`src/design/vl2n_pkg.sv`:
```
package vl2n_pkg;

  // default vector length limit
  localparam int DEF_MAX_DIM = 16;

  // fixed field widths
  localparam int ELEM_W     = 16;
  localparam int IDX_W      = 4;
  localparam int NORM_OUT_W = 18;
  localparam int Q_W        = 16;

  // magnitude of a component squared, at most 2^30
  localparam int SQ_W = 31;

  // largest quotient magnitudes for each sign
  localparam logic [Q_W-1:0] Q_POS_MAX = 16'h7fff;
  localparam logic [Q_W-1:0] Q_NEG_MAX = 16'h8000;

  // request to the divider
  typedef struct packed {
    logic              start;
    logic              neg;
    logic [ELEM_W-1:0] mag;
  } div_req_t;

  // answer from the divider
  typedef struct packed {
    logic           done;
    logic [Q_W-1:0] value;
  } div_rsp_t;

endpackage

```
`src/design/vl2n_elem_if.sv`:
```
interface vl2n_elem_if
  import vl2n_pkg::*;
  ();
  logic              valid;
  logic              ready;
  logic [ELEM_W-1:0] element_value;
  logic              last_element;

  modport source (output valid, output element_value, output last_element, input ready);
  modport sink   (input valid, input element_value, input last_element, output ready);
endinterface

```
`src/design/vl2n_res_if.sv`:
```
interface vl2n_res_if
  import vl2n_pkg::*;
  ();
  logic                  valid;
  logic                  ready;
  logic [Q_W-1:0]        normalized_value;
  logic [IDX_W-1:0]      element_index;
  logic [NORM_OUT_W-1:0] norm_value;
  logic                  last_result;

  modport source (output valid, output normalized_value, output element_index,
                  output norm_value, output last_result, input ready);
  modport sink   (input valid, input normalized_value, input element_index,
                  input norm_value, input last_result, output ready);
endinterface

```
`src/design/vector_l2_normalize_top.sv`:
```
// Loading: one word per cycle, back to back; a square is folded into the sum
// the cycle after its word. After the last word: a fold state, then the bit-serial
// square root, one root bit per step, NORM_W bits (18 at MAX_DIM = 16).
// Each result then passes through a memory read, divider start, the divider steps
// (one per quotient bit) and a hand-off, plus any sink stall.
// Reset (rst, synchronous) clears the sum, count and control; store undefined.
module vector_l2_normalize_top
  import vl2n_pkg::*;
#(
  parameter int MAX_DIM = DEF_MAX_DIM
) (
  input  logic       clk,
  input  logic       rst,
  vl2n_elem_if.sink  elem,
  vl2n_res_if.source res
);

  localparam int CNT_W  = $clog2(MAX_DIM + 1);
  localparam int ADDR_W = (MAX_DIM > 1) ? $clog2(MAX_DIM) : 1;
  localparam int SUM_W  = SQ_W + $clog2(MAX_DIM);
  localparam int NORM_W = (SUM_W + 1) / 2;
  localparam int SRC_W  = 2 * NORM_W;
  localparam int RCNT_W = $clog2(NORM_W);

  localparam logic [2:0] S_LOAD  = 3'd0;
  localparam logic [2:0] S_FOLD  = 3'd1;
  localparam logic [2:0] S_ROOT  = 3'd2;
  localparam logic [2:0] S_READ  = 3'd3;
  localparam logic [2:0] S_START = 3'd4;
  localparam logic [2:0] S_WAIT  = 3'd5;
  localparam logic [2:0] S_SEND  = 3'd6;

  logic [2:0]        state;
  logic [CNT_W-1:0]  count;
  logic [CNT_W-1:0]  k;
  logic [SUM_W-1:0]  sum;
  logic [SQ_W-1:0]   sq;
  logic              sq_pend;
  logic [SRC_W-1:0]  src;
  logic [NORM_W:0]   rrem;
  logic [NORM_W-1:0] root;
  logic [RCNT_W-1:0] rstep;

  logic [ELEM_W-1:0] store [MAX_DIM];
  logic [ELEM_W-1:0] rd_data;

  logic              accept;
  logic              keep;
  logic signed [31:0] prod;
  logic [SUM_W-1:0]  sum_full;
  logic [NORM_W+2:0] rrem2;
  logic [NORM_W+2:0] rtrial;
  logic              rtake;
  logic              k_last;

  div_req_t          dreq;
  div_rsp_t          drsp;

  assign elem.ready = (state == S_LOAD);
  assign accept     = elem.valid && elem.ready;
  assign keep       = count < CNT_W'(MAX_DIM);
  assign prod       = $signed(elem.element_value) * $signed(elem.element_value);
  assign sum_full   = sq_pend ? sum + SUM_W'(sq) : sum;
  assign k_last     = (k == count - 1'b1);

  // root step: bring down two bits, try 4*root + 1
  assign rrem2  = {rrem, src[SRC_W-1 -: 2]};
  assign rtrial = {2'b00, root, 1'b0} << 1 | (NORM_W+3)'(1);
  assign rtake  = rrem2 >= rtrial;

  // element store, registered read
  always_ff @(posedge clk) begin
    if (accept && keep) begin
      store[ADDR_W'(count)] <= elem.element_value;
    end
    rd_data <= store[ADDR_W'(k)];
  end

  // divider request
  always_comb begin
    dreq.start = (state == S_START);
    dreq.neg   = rd_data[ELEM_W-1];
    dreq.mag   = rd_data[ELEM_W-1] ? ELEM_W'(~rd_data + 1'b1) : rd_data;
  end

  vl2n_divider #(
    .NORM_W (NORM_W)
  ) u_div (
    .clk  (clk),
    .rst  (rst),
    .req  (dreq),
    .norm (root),
    .rsp  (drsp)
  );

  // sequencer
  always_ff @(posedge clk) begin
    if (rst) begin
      state     <= S_LOAD;
      count     <= '0;
      sum       <= '0;
      sq_pend   <= 1'b0;
      k         <= '0;
      res.valid <= 1'b0;
    end else begin
      case (state)
        S_LOAD: begin
          sum     <= sum_full;
          sq_pend <= accept && keep;
          if (accept && keep) begin
            count <= count + 1'b1;
          end
          if (accept && elem.last_element) begin
            state <= S_FOLD;
          end
        end
        S_FOLD: begin
          sum     <= '0;
          sq_pend <= 1'b0;
          k       <= '0;
          state   <= S_ROOT;
        end
        S_ROOT: begin
          if (rstep == RCNT_W'(NORM_W - 1)) begin
            state <= S_READ;
          end
        end
        S_READ: begin
          state <= S_START;
        end
        S_START: begin
          state <= S_WAIT;
        end
        S_WAIT: begin
          if (drsp.done) begin
            res.valid <= 1'b1;
            state     <= S_SEND;
          end
        end
        S_SEND: begin
          if (res.ready) begin
            res.valid <= 1'b0;
            if (k_last) begin
              count <= '0;
              state <= S_LOAD;
            end else begin
              k     <= k + 1'b1;
              state <= S_READ;
            end
          end
        end
        default: begin
          state <= S_LOAD;
        end
      endcase
    end
  end

  // datapath registers
  always_ff @(posedge clk) begin
    if (accept) begin
      sq <= prod[SQ_W-1:0];
    end
    if (state == S_FOLD) begin
      src   <= SRC_W'(sum_full);
      rrem  <= '0;
      root  <= '0;
      rstep <= '0;
    end else if (state == S_ROOT) begin
      src   <= {src[SRC_W-3:0], 2'b00};
      rstep <= rstep + 1'b1;
      rrem  <= rtake ? (NORM_W+1)'(rrem2 - rtrial) : rrem2[NORM_W:0];
      root  <= {root[NORM_W-2:0], rtake};
    end
    if (state == S_WAIT && drsp.done) begin
      res.normalized_value <= drsp.value;
      res.element_index    <= IDX_W'(k);
      res.norm_value       <= NORM_OUT_W'(root);
      res.last_result      <= k_last;
    end
  end

  // checks
  a_no_overlap: assert property (@(posedge clk) disable iff (rst)
    !(elem.ready && res.valid))
    else $error("input taken while a result is pending");

  a_count_bound: assert property (@(posedge clk) disable iff (rst)
    count <= CNT_W'(MAX_DIM))
    else $error("element count past limit");

  a_last_closes: assert property (@(posedge clk) disable iff (rst)
    accept && elem.last_element |=> !elem.ready)
    else $error("input still open after last word");

  a_back_to_load: assert property (@(posedge clk) disable iff (rst)
    res.valid && res.ready && res.last_result |=> elem.ready && count == '0)
    else $error("not back to loading after final result");

endmodule

```
`src/design/vl2n_divider.sv`:
```
// Restoring divider: (mag << 15) / norm, one quotient bit a cycle, then
// Q1.15 saturation and sign.
module vl2n_divider
  import vl2n_pkg::*;
#(
  parameter int NORM_W = 18
) (
  input  logic              clk,
  input  logic              rst,
  input  div_req_t          req,
  input  logic [NORM_W-1:0] norm,
  output div_rsp_t          rsp
);

  localparam int CNT_W = $clog2(Q_W);

  logic              busy;
  logic              neg;
  logic [CNT_W-1:0]  step;
  logic [NORM_W-1:0] rem;
  logic [Q_W-1:0]    dbits;
  logic [Q_W-1:0]    quo;

  logic [NORM_W:0]   trial;
  logic              take;
  logic [NORM_W:0]   diff;
  logic [Q_W-1:0]    quo_next;
  logic [Q_W-1:0]    sat_val;

  // one long-division step
  always_comb begin
    trial    = {rem, dbits[Q_W-1]};
    take     = trial >= {1'b0, norm};
    diff     = trial - {1'b0, norm};
    quo_next = {quo[Q_W-2:0], take};
  end

  // saturate and apply sign
  always_comb begin
    if (neg) begin
      sat_val = (quo_next > Q_NEG_MAX) ? Q_NEG_MAX : quo_next;
      sat_val = Q_W'(~sat_val + 1'b1);
    end else begin
      sat_val = (quo_next > Q_POS_MAX) ? Q_POS_MAX : quo_next;
    end
  end

  always_ff @(posedge clk) begin
    if (rst) begin
      busy     <= 1'b0;
      rsp.done <= 1'b0;
    end else begin
      rsp.done <= 1'b0;
      if (req.start) begin
        if (norm == '0) begin
          // all-zero vector
          rsp.done  <= 1'b1;
          rsp.value <= '0;
        end else begin
          busy <= 1'b1;
        end
      end else if (busy) begin
        if (step == CNT_W'(Q_W - 1)) begin
          busy      <= 1'b0;
          rsp.done  <= 1'b1;
          rsp.value <= sat_val;
        end
      end
    end
  end

  // datapath, no reset needed
  always_ff @(posedge clk) begin
    if (req.start) begin
      neg   <= req.neg;
      step  <= '0;
      rem   <= NORM_W'(req.mag[ELEM_W-1:1]);
      dbits <= {req.mag[0], {(Q_W-1){1'b0}}};
      quo   <= '0;
    end else if (busy) begin
      step  <= step + 1'b1;
      rem   <= take ? diff[NORM_W-1:0] : trial[NORM_W-1:0];
      dbits <= {dbits[Q_W-2:0], 1'b0};
      quo   <= quo_next;
    end
  end

endmodule
```
`src/flat_wrapper.sv`:
```
// flat-port wrapper written by rule: the top's interface ports become plain ports
module vector_l2_normalize_top_flat import vl2n_pkg::*;
#(
  parameter int MAX_DIM = DEF_MAX_DIM
)
  (clk, rst, elem_valid, elem_element_value, elem_last_element, elem_ready, res_valid, res_normalized_value, res_element_index, res_norm_value, res_last_result, res_ready);
  vl2n_elem_if elem_i ();
  vl2n_res_if res_i ();
  input  logic clk;
  input  logic rst;
  input wire logic [$bits(elem_i.valid)-1:0] elem_valid;
  input wire logic [$bits(elem_i.element_value)-1:0] elem_element_value;
  input wire logic [$bits(elem_i.last_element)-1:0] elem_last_element;
  output wire logic [$bits(elem_i.ready)-1:0] elem_ready;
  output wire logic [$bits(res_i.valid)-1:0] res_valid;
  output wire logic [$bits(res_i.normalized_value)-1:0] res_normalized_value;
  output wire logic [$bits(res_i.element_index)-1:0] res_element_index;
  output wire logic [$bits(res_i.norm_value)-1:0] res_norm_value;
  output wire logic [$bits(res_i.last_result)-1:0] res_last_result;
  input wire logic [$bits(res_i.ready)-1:0] res_ready;
  assign elem_i.valid = elem_valid;
  assign elem_i.element_value = elem_element_value;
  assign elem_i.last_element = elem_last_element;
  assign elem_ready = elem_i.ready;
  assign res_valid = res_i.valid;
  assign res_normalized_value = res_i.normalized_value;
  assign res_element_index = res_i.element_index;
  assign res_norm_value = res_i.norm_value;
  assign res_last_result = res_i.last_result;
  assign res_i.ready = res_ready;
  vector_l2_normalize_top #(.MAX_DIM(MAX_DIM)) u_core (.clk(clk), .rst(rst), .elem(elem_i), .res(res_i));
endmodule
```
`config.mk`:
```
export PLATFORM = sky130hd
export DESIGN_NAME = vector_l2_normalize_top_flat
export DESIGN_NICKNAME = d
export VERILOG_FILES = /design/src/design/vl2n_pkg.sv /design/src/design/vl2n_elem_if.sv /design/src/design/vl2n_res_if.sv /design/src/design/vector_l2_normalize_top.sv /design/src/design/vl2n_divider.sv /design/src/flat_wrapper.sv
export SDC_FILE = /design/constraint.sdc
export NUM_CORES = 1
export LEC_CHECK = 0
export ABC_AREA = 0
export ABC_CLOCK_PERIOD_IN_PS = 15150
export BUFFER_PORTS_ARGS = -buffer_cell sky130_fd_sc_hd__buf_2
export CORE_ASPECT_RATIO = 1.5
export CORE_MARGIN = 3
export CORE_UTILIZATION = 50
export CTS_BUF_LIST = sky130_fd_sc_hd__clkbuf_8
export CTS_CLUSTER_SIZE = 40
export DETAILED_ROUTE_END_ITERATION = 12
export PLACE_DENSITY = 0.66
export SYNTH_ARGS = -nofsm -noshare
export SYNTH_HDL_FRONTEND = slang
export SYNTH_SLANG_ARGS = --single-unit
```
`constraint.sdc`:
```
create_clock -name clk -period 15.15 [get_ports clk]
set_input_delay 3.03 -clock clk [delete_from_list [all_inputs] [get_ports clk]]
set_output_delay 3.03 -clock clk [all_outputs]
set_load 0.02 [all_outputs]
```
# ---- Yosys cells after proc, flatten, opt, wreduce, memory -nomap -nowiden
# Memory sizes are Yosys's and may differ from the RTL's. A register that Yosys moved wholly into a read port is not among the register bits.
# Index checks and enable logic that the tools add are counted.
dict set report totals {
  inputBits 21
  regBits 255
  memories 1
  ramBits 256
  wordCells 122
}
# memory words width rd rd_clocked_by_memory_dff write_ports line_no
set memory_table {}
lappend memory_table {u_core.store 16 16 1 1 1 vector_l2_normalize_top.sv:44} ;# logic [ELEM_W-1:0] store [MAX_DIM];
dict set report classes {
  bitwise 3
  addsub 10
  n_eq_ne 18
  n_mux 41
  mul 1
  n_reduce_logical 18
  n_lt_le_gt_ge 5
}
# op count
set ops {}
lappend ops {{$mux W35} 3}
lappend ops {{$mux W16} 6}
lappend ops {{$pmux W35 S2} 1}
lappend ops {{$mux W17} 4}
lappend ops {{$add A35 B31 Y35} 1}
lappend ops {{$add A16 B1 Y16 const B} 2}
lappend ops {{$not A16 Y16} 2}
lappend ops {{$mul A16 B16 Y31} 1}
lappend ops {{$mux W15} 2}
lappend ops {{$mux W5} 5}
lappend ops {{$ge A21 B20 Y1} 1}
lappend ops {{$pmux W3 S7} 1}
lappend ops {{$pmux W5 S2} 2}
lappend ops {{$ge A19 B18 Y1} 1}
lappend ops {{$mux W19} 1}
lappend ops {{$sub A19 B19 Y19} 1}
lappend ops {{$logic_not A18 Y1} 1}
lappend ops {{$mux W18} 1}
lappend ops {{$sub A18 B18 Y18} 1}
lappend ops {{$gt A16 B15 Y1 const B} 1}
lappend ops {{$gt A16 B16 Y1 const B} 1}
lappend ops {{$add A5 B1 Y5 const B} 3}
lappend ops {{$ne A2 B2 Y1 const B} 7}
lappend ops {{$reduce_bool A2 Y1} 7}
lappend ops {{other kinds (19)} 40}

# ---- Logic depth before layout (Yosys ltp)
dict set report depth {
  depth_word 9
  ltp_mapped 26
}

# ---- Cells and area by module
# From an unflattened synthesis, not the netlist that was laid out.
dict set report unflattened {
  hier_cells 2950
  area_unflattened_um2 33423.3
}
# mod instances area_per_inst_um2 cells_each
set by_module_without_submodules {}
lappend by_module_without_submodules {vector_l2_normalize_top 1 29560.9 2505}
lappend by_module_without_submodules {vl2n_divider 1 3862.5 445}

# ---- Worst setup path before layout
# OpenSTA, ideal clock, no wires.
dict set report synth_path {
  path_kind {input to register}
  start {input elem_element_value[15]}
  end {register u_core.sq[30], data pin}
  setup_slack_ps 6153
  stages 23
  setup_ps 263
  t_arrival_ps 8734
  path_cell_list {clkbuf_1 -> inv_1 -> buf_1 -> nor2_1 -> fa_1 -> inv_1 -> fa_1 -> inv_1 -> fa_1 -> fa_1 -> fa_1 -> inv_1 -> fa_1 -> inv_1 -> ha_1 -> a21o_1 -> a21o_1 -> a21oi_1 -> o21ai_0 -> a31oi_1 -> o21ai_1 -> a311oi_1 -> xnor2_1}
}
dict set report synth_between {
  elab_chain_cells 1
}
# element line_no
set synth_lines {}
lappend synth_lines {{start, declared} flat_wrapper.sv:12} ;# input wire logic [$bits(elem_i.element_value)-1:0] elem_element_value;
lappend synth_lines {{$mul A16 B16 Y31} vector_l2_normalize_top.sv:62} ;# assign prod = $signed(elem.element_value) * $signed(elem.element_value);
lappend synth_lines {{named net u_core.prod[30]} vector_l2_normalize_top.sv:49} ;# logic signed [31:0] prod;
lappend synth_lines {{end signal, assigned} vector_l2_normalize_top.sv:162} ;# sq <= prod[SQ_W-1:0];
lappend synth_lines {{end, declared} vector_l2_normalize_top.sv:37} ;# logic [SQ_W-1:0] sq;
# The timed path passes the listed nets, and every way through them passes these cells.
# A chain may end at the register's enable or synchronous reset.

# ---- Worst setup path in the final report
dict set report layout_path {
  start {input elem_element_value[15]}
  end {register u_core.sq[29], data pin}
}
# Same word-level chain as after synthesis.

==> metrics.yaml <==
status: "complete, no violations"
cts.clk_slew.worst_paths_ns: 0.06
globalRouteTotalUtil: 0.2256
dp.cells: 3702
nets: 3329
num-fill-cells: 5590
synth.ff_latch_count: 526
gp_congestion: 0.8926
synth_area_um2: 32910
ys_types: 81
syn2layout_area_growth_pct: 8.076
initial_core_util: 0.5082
synth_top_flop_cell: "edfxtp_1"
maxSlewHeadroom: 0.1965
ys.warnings.count: 0
drt_iter0_drc: 1303
arrival_ns: 9.65
antenna_found_initial: 3
ios: 62
critPathSlowestCell: "fa_1"
p_int_mw: 4.359
end_kind: "flop"
comb_power_share: 0.585
critPathLaunch: "elem_element_value[15]"
maxCapViolations: 0
grt_overflow: 0
hold_depth: 0
hold_violations: 0
setup_violations: 0
ys_top_cells_by_area: "edfxtp_1 (36%), fa_1 (14%), dfxtp_1 (8.1%)"
rsz0062_at_grt: "false"
power_density_nw_per_um2: 211.8
port-buffer-count: 61
fin_tns_setup_ns: 0
synth_top_area_frac: 0.3586
htreeDepth: 3
instances_no_fill: 3846
core_um2: 64760
worstPathCellList: "buf_2, inv_1, nor2_1, fa_1, fa_1, fa_1, fa_1, fa_1, inv_1, fa_1, inv_1, ha_1, and3_1, a21oi_1, o211ai_1, a21oi_1, o211ai_1, a31oi_1, o21ai_0, a221oi_1, xnor2_1"
hold_start: "u_core.u_div.rsp[12]"
synth_edf_count: 393
drive_gt1_frac: 0.1002
die_h_um: 320.2
synthCells: 2863
ff2ff_path_depth: 16
grt_pass1_vias: 23090
cts_tree: "done"
cts_root_buffer: "clkbuf_8"
grt_busiest_layer: "met2"
async_flop_share: 0
layout_worst_path_cycle_share: 0.6100
synth_seq_area_share: 0.4395
final.min_clock_period_ns: 9.241
seq_area_um2: 14470
wl_per_cell_um: 19.87
ant_nets: 0
synth_common_cells: "inv_1 (399), edfxtp_1 (393), fa_1 (231)"
p_leak_nw: 14.41
synth.most_common_cell: "inv_1"
worstMarginPinSlew_ns: 1.205
dr.pass1.iters: 5
rr_endpoint: "u_core.u_div.rsp[10]"
fmax_mhz: 108.2
min_to: "u_core.res.normalized_value[12]"
p_clk_frac: 0.154
worstReg2RegStart: "u_core.root[12]"
grt_max_degree: 74
use_met2: 0.4270
max_stage_delay_ns: 0.57
vias: 21540
synth_area_leader_cell: "edfxtp_1"
avgSynthCellArea_um2: 11.49
critical_path.top_delay_family: "adder cells"
use_met3: 0.03118
grt_pass1_wl_mm: 122.9
syn_nets: 3279
ctsResizeCount: 0
peakVddDrop_uv: 329.1
rows: 114
final_max_slew_viol_count: 0
cp_max_fo: 34
die_area_um2: 68990
reg2reg_slack_ns: 10.82
cts_hold_buf: 0
final.setup.worst_slack_ns: 5.909
swShare: 0.4212
start_kind: "primary input"
switchingPower_mw: 3.172
pre_cts_slack_ns: 5.268
cp.required_ns: 15.56
seq_power_share: 0.261
insertion_delay_ns: 0.69
wl_mm: 76.44
fp.dieW_um: 215.5
via_per_inst: 5.601
dpl.hpwl_mm: 53.76
cp_num_buf_inv: 4
crit_type: "in -> reg"
route.detailed.drc: 0
met1_usage: 0.2549
cts_max_path_buffers: 3
hp-class: "reg -> reg"
multi_input_area_um2: 16460
crit_top_cell: "fa_1"
numClockSinks: 526
numCtsBuffers: 79
finalClockSkew_ns: 0.03831
post_cts_buffers: 0
-- worst reg2reg max path, delay by kind of cell (launching register included) --
kind            cells  cell delay [ns]
compound gates      8             1.95
fa+ha+maj           2             0.70
simple gates        4             0.61
flops               1             0.31
buf+inv             2             0.49
-- area by class of cell --
type / instances / share of cell area
tap: 870 / 0.03061
inverter: 399 / 0.04211
antenna: 2 / 0.0001407
multi-input combinational: 1823 / 0.4629
clock buffer: 85 / 0.03289
timing repair buffer: 84 / 0.01344
clock inverter: 57 / 0.01105
sequential: 526 / 0.4069
-- cells by family (layout without fill, tap and decap cells) --
logic type | count (synthesis) | count (layout) | share of synthesized area
xor gates and xnor gates | 128 | 128 | 0.03407
DFF | 526 | 526 | 0.4395
muxes | 146 | 146 | 0.07486
AOI/OAI and AO/OA | 493 | 493 | 0.09346
adders and majority gates | 395 | 395 | 0.2029
and+or+nand+nor | 661 | 661 | 0.09483
buffers and inverters | 514 | 625 | 0.06038
other | 0 | 2 | 0
-- metrics by stage --
stage | hold WS (ns) | util | cell area, µm² | power (mW)
6_report | 0.4186 | 0.5492 | 35570 | 7.531
3_5_place_dp | 0.4054 | 0.5250 | 34000 | 6.416
2_1_floorplan | 0.4003 | - | 32910 | 5.415
4_1_cts | 0.4206 | 0.5491 | 35560 | 7.604
5_1_grt | 0.4298 | 0.5492 | 35570 | 8.312
3_3_place_gp | 0.4006 | 0.5250 | 34000 | 6.291
-- how the worst max path moves through the flow --
stage	endpoint	slack (ns)	cells past startpoint
4_1_cts	u_core.sq[30]	5.97	22
3_3_place_gp	u_core.sq[30]	5.37	22
2_1_floorplan	u_core.sq[30]	6.15	23
6_report	u_core.sq[29]	5.91	21
5_1_grt	u_core.sq[29]	5.43	21
3_5_place_dp	u_core.sq[30]	5.27	22
-- state kept, by name, indices dropped and copies added (netlist names), 3 cells and up --
name and cells:
u_core.sq 30, u_core.root 18, u_core.res.norm_value 18, u_core.count 5, u_core.rd_data 16, u_core.u_div.rem 18, u_core.rstep 5, u_core.sum 35
u_core.rrem 19, u_core.store 256, u_core.res.element_index 4, u_core.u_div.quo 15, u_core.res.normalized_value 16, u_core.k 5, u_core.u_div.rsp 17, u_core.state 3
u_core.src 36, u_core.u_div.step 4
-- power by group through the flow --
stage,registers [mW],logic (mW),clock network (mW)
2_1_floorplan,1.96,3.46,0
3_3_place_gp,1.99,4.30,0
3_5_place_dp,2.00,4.42,0
4_1_cts,1.97,4.45,1.19
5_1_grt,1.98,5.08,1.26
6_report,1.97,4.41,1.16
-- metal layers --
metal	vias up	wire, µm
met2	541	41510
li1	10050	-
met5	-	7
met1	10780	28750
met4	2	2868
met3	170	3300
-- cells in the final DEF, fill, tap and decap left out, drive strengths merged, types with 9 or more instances in the layout --
cell	n
mux2i	65
and2	55
clkbuf	85
or3	20
o21ai	139
a22oi	24
xnor2	86
o22ai	15
a211oi	20
fa	231
nand4	14
and3	18
clkinv	23
dfxtp	133
nor2	177
a21o	40
buf	84
a31oi	23
edfxtp	393
ha	164
nor2b	22
xor2	42
a21oi	139
nand3	24
o21a	9
mux4	80
o21bai	10
nor3	34
inv	429
o211ai	14
nand2b	28
nand2	225
No activity file was read; power rests on OpenSTA's default activity.
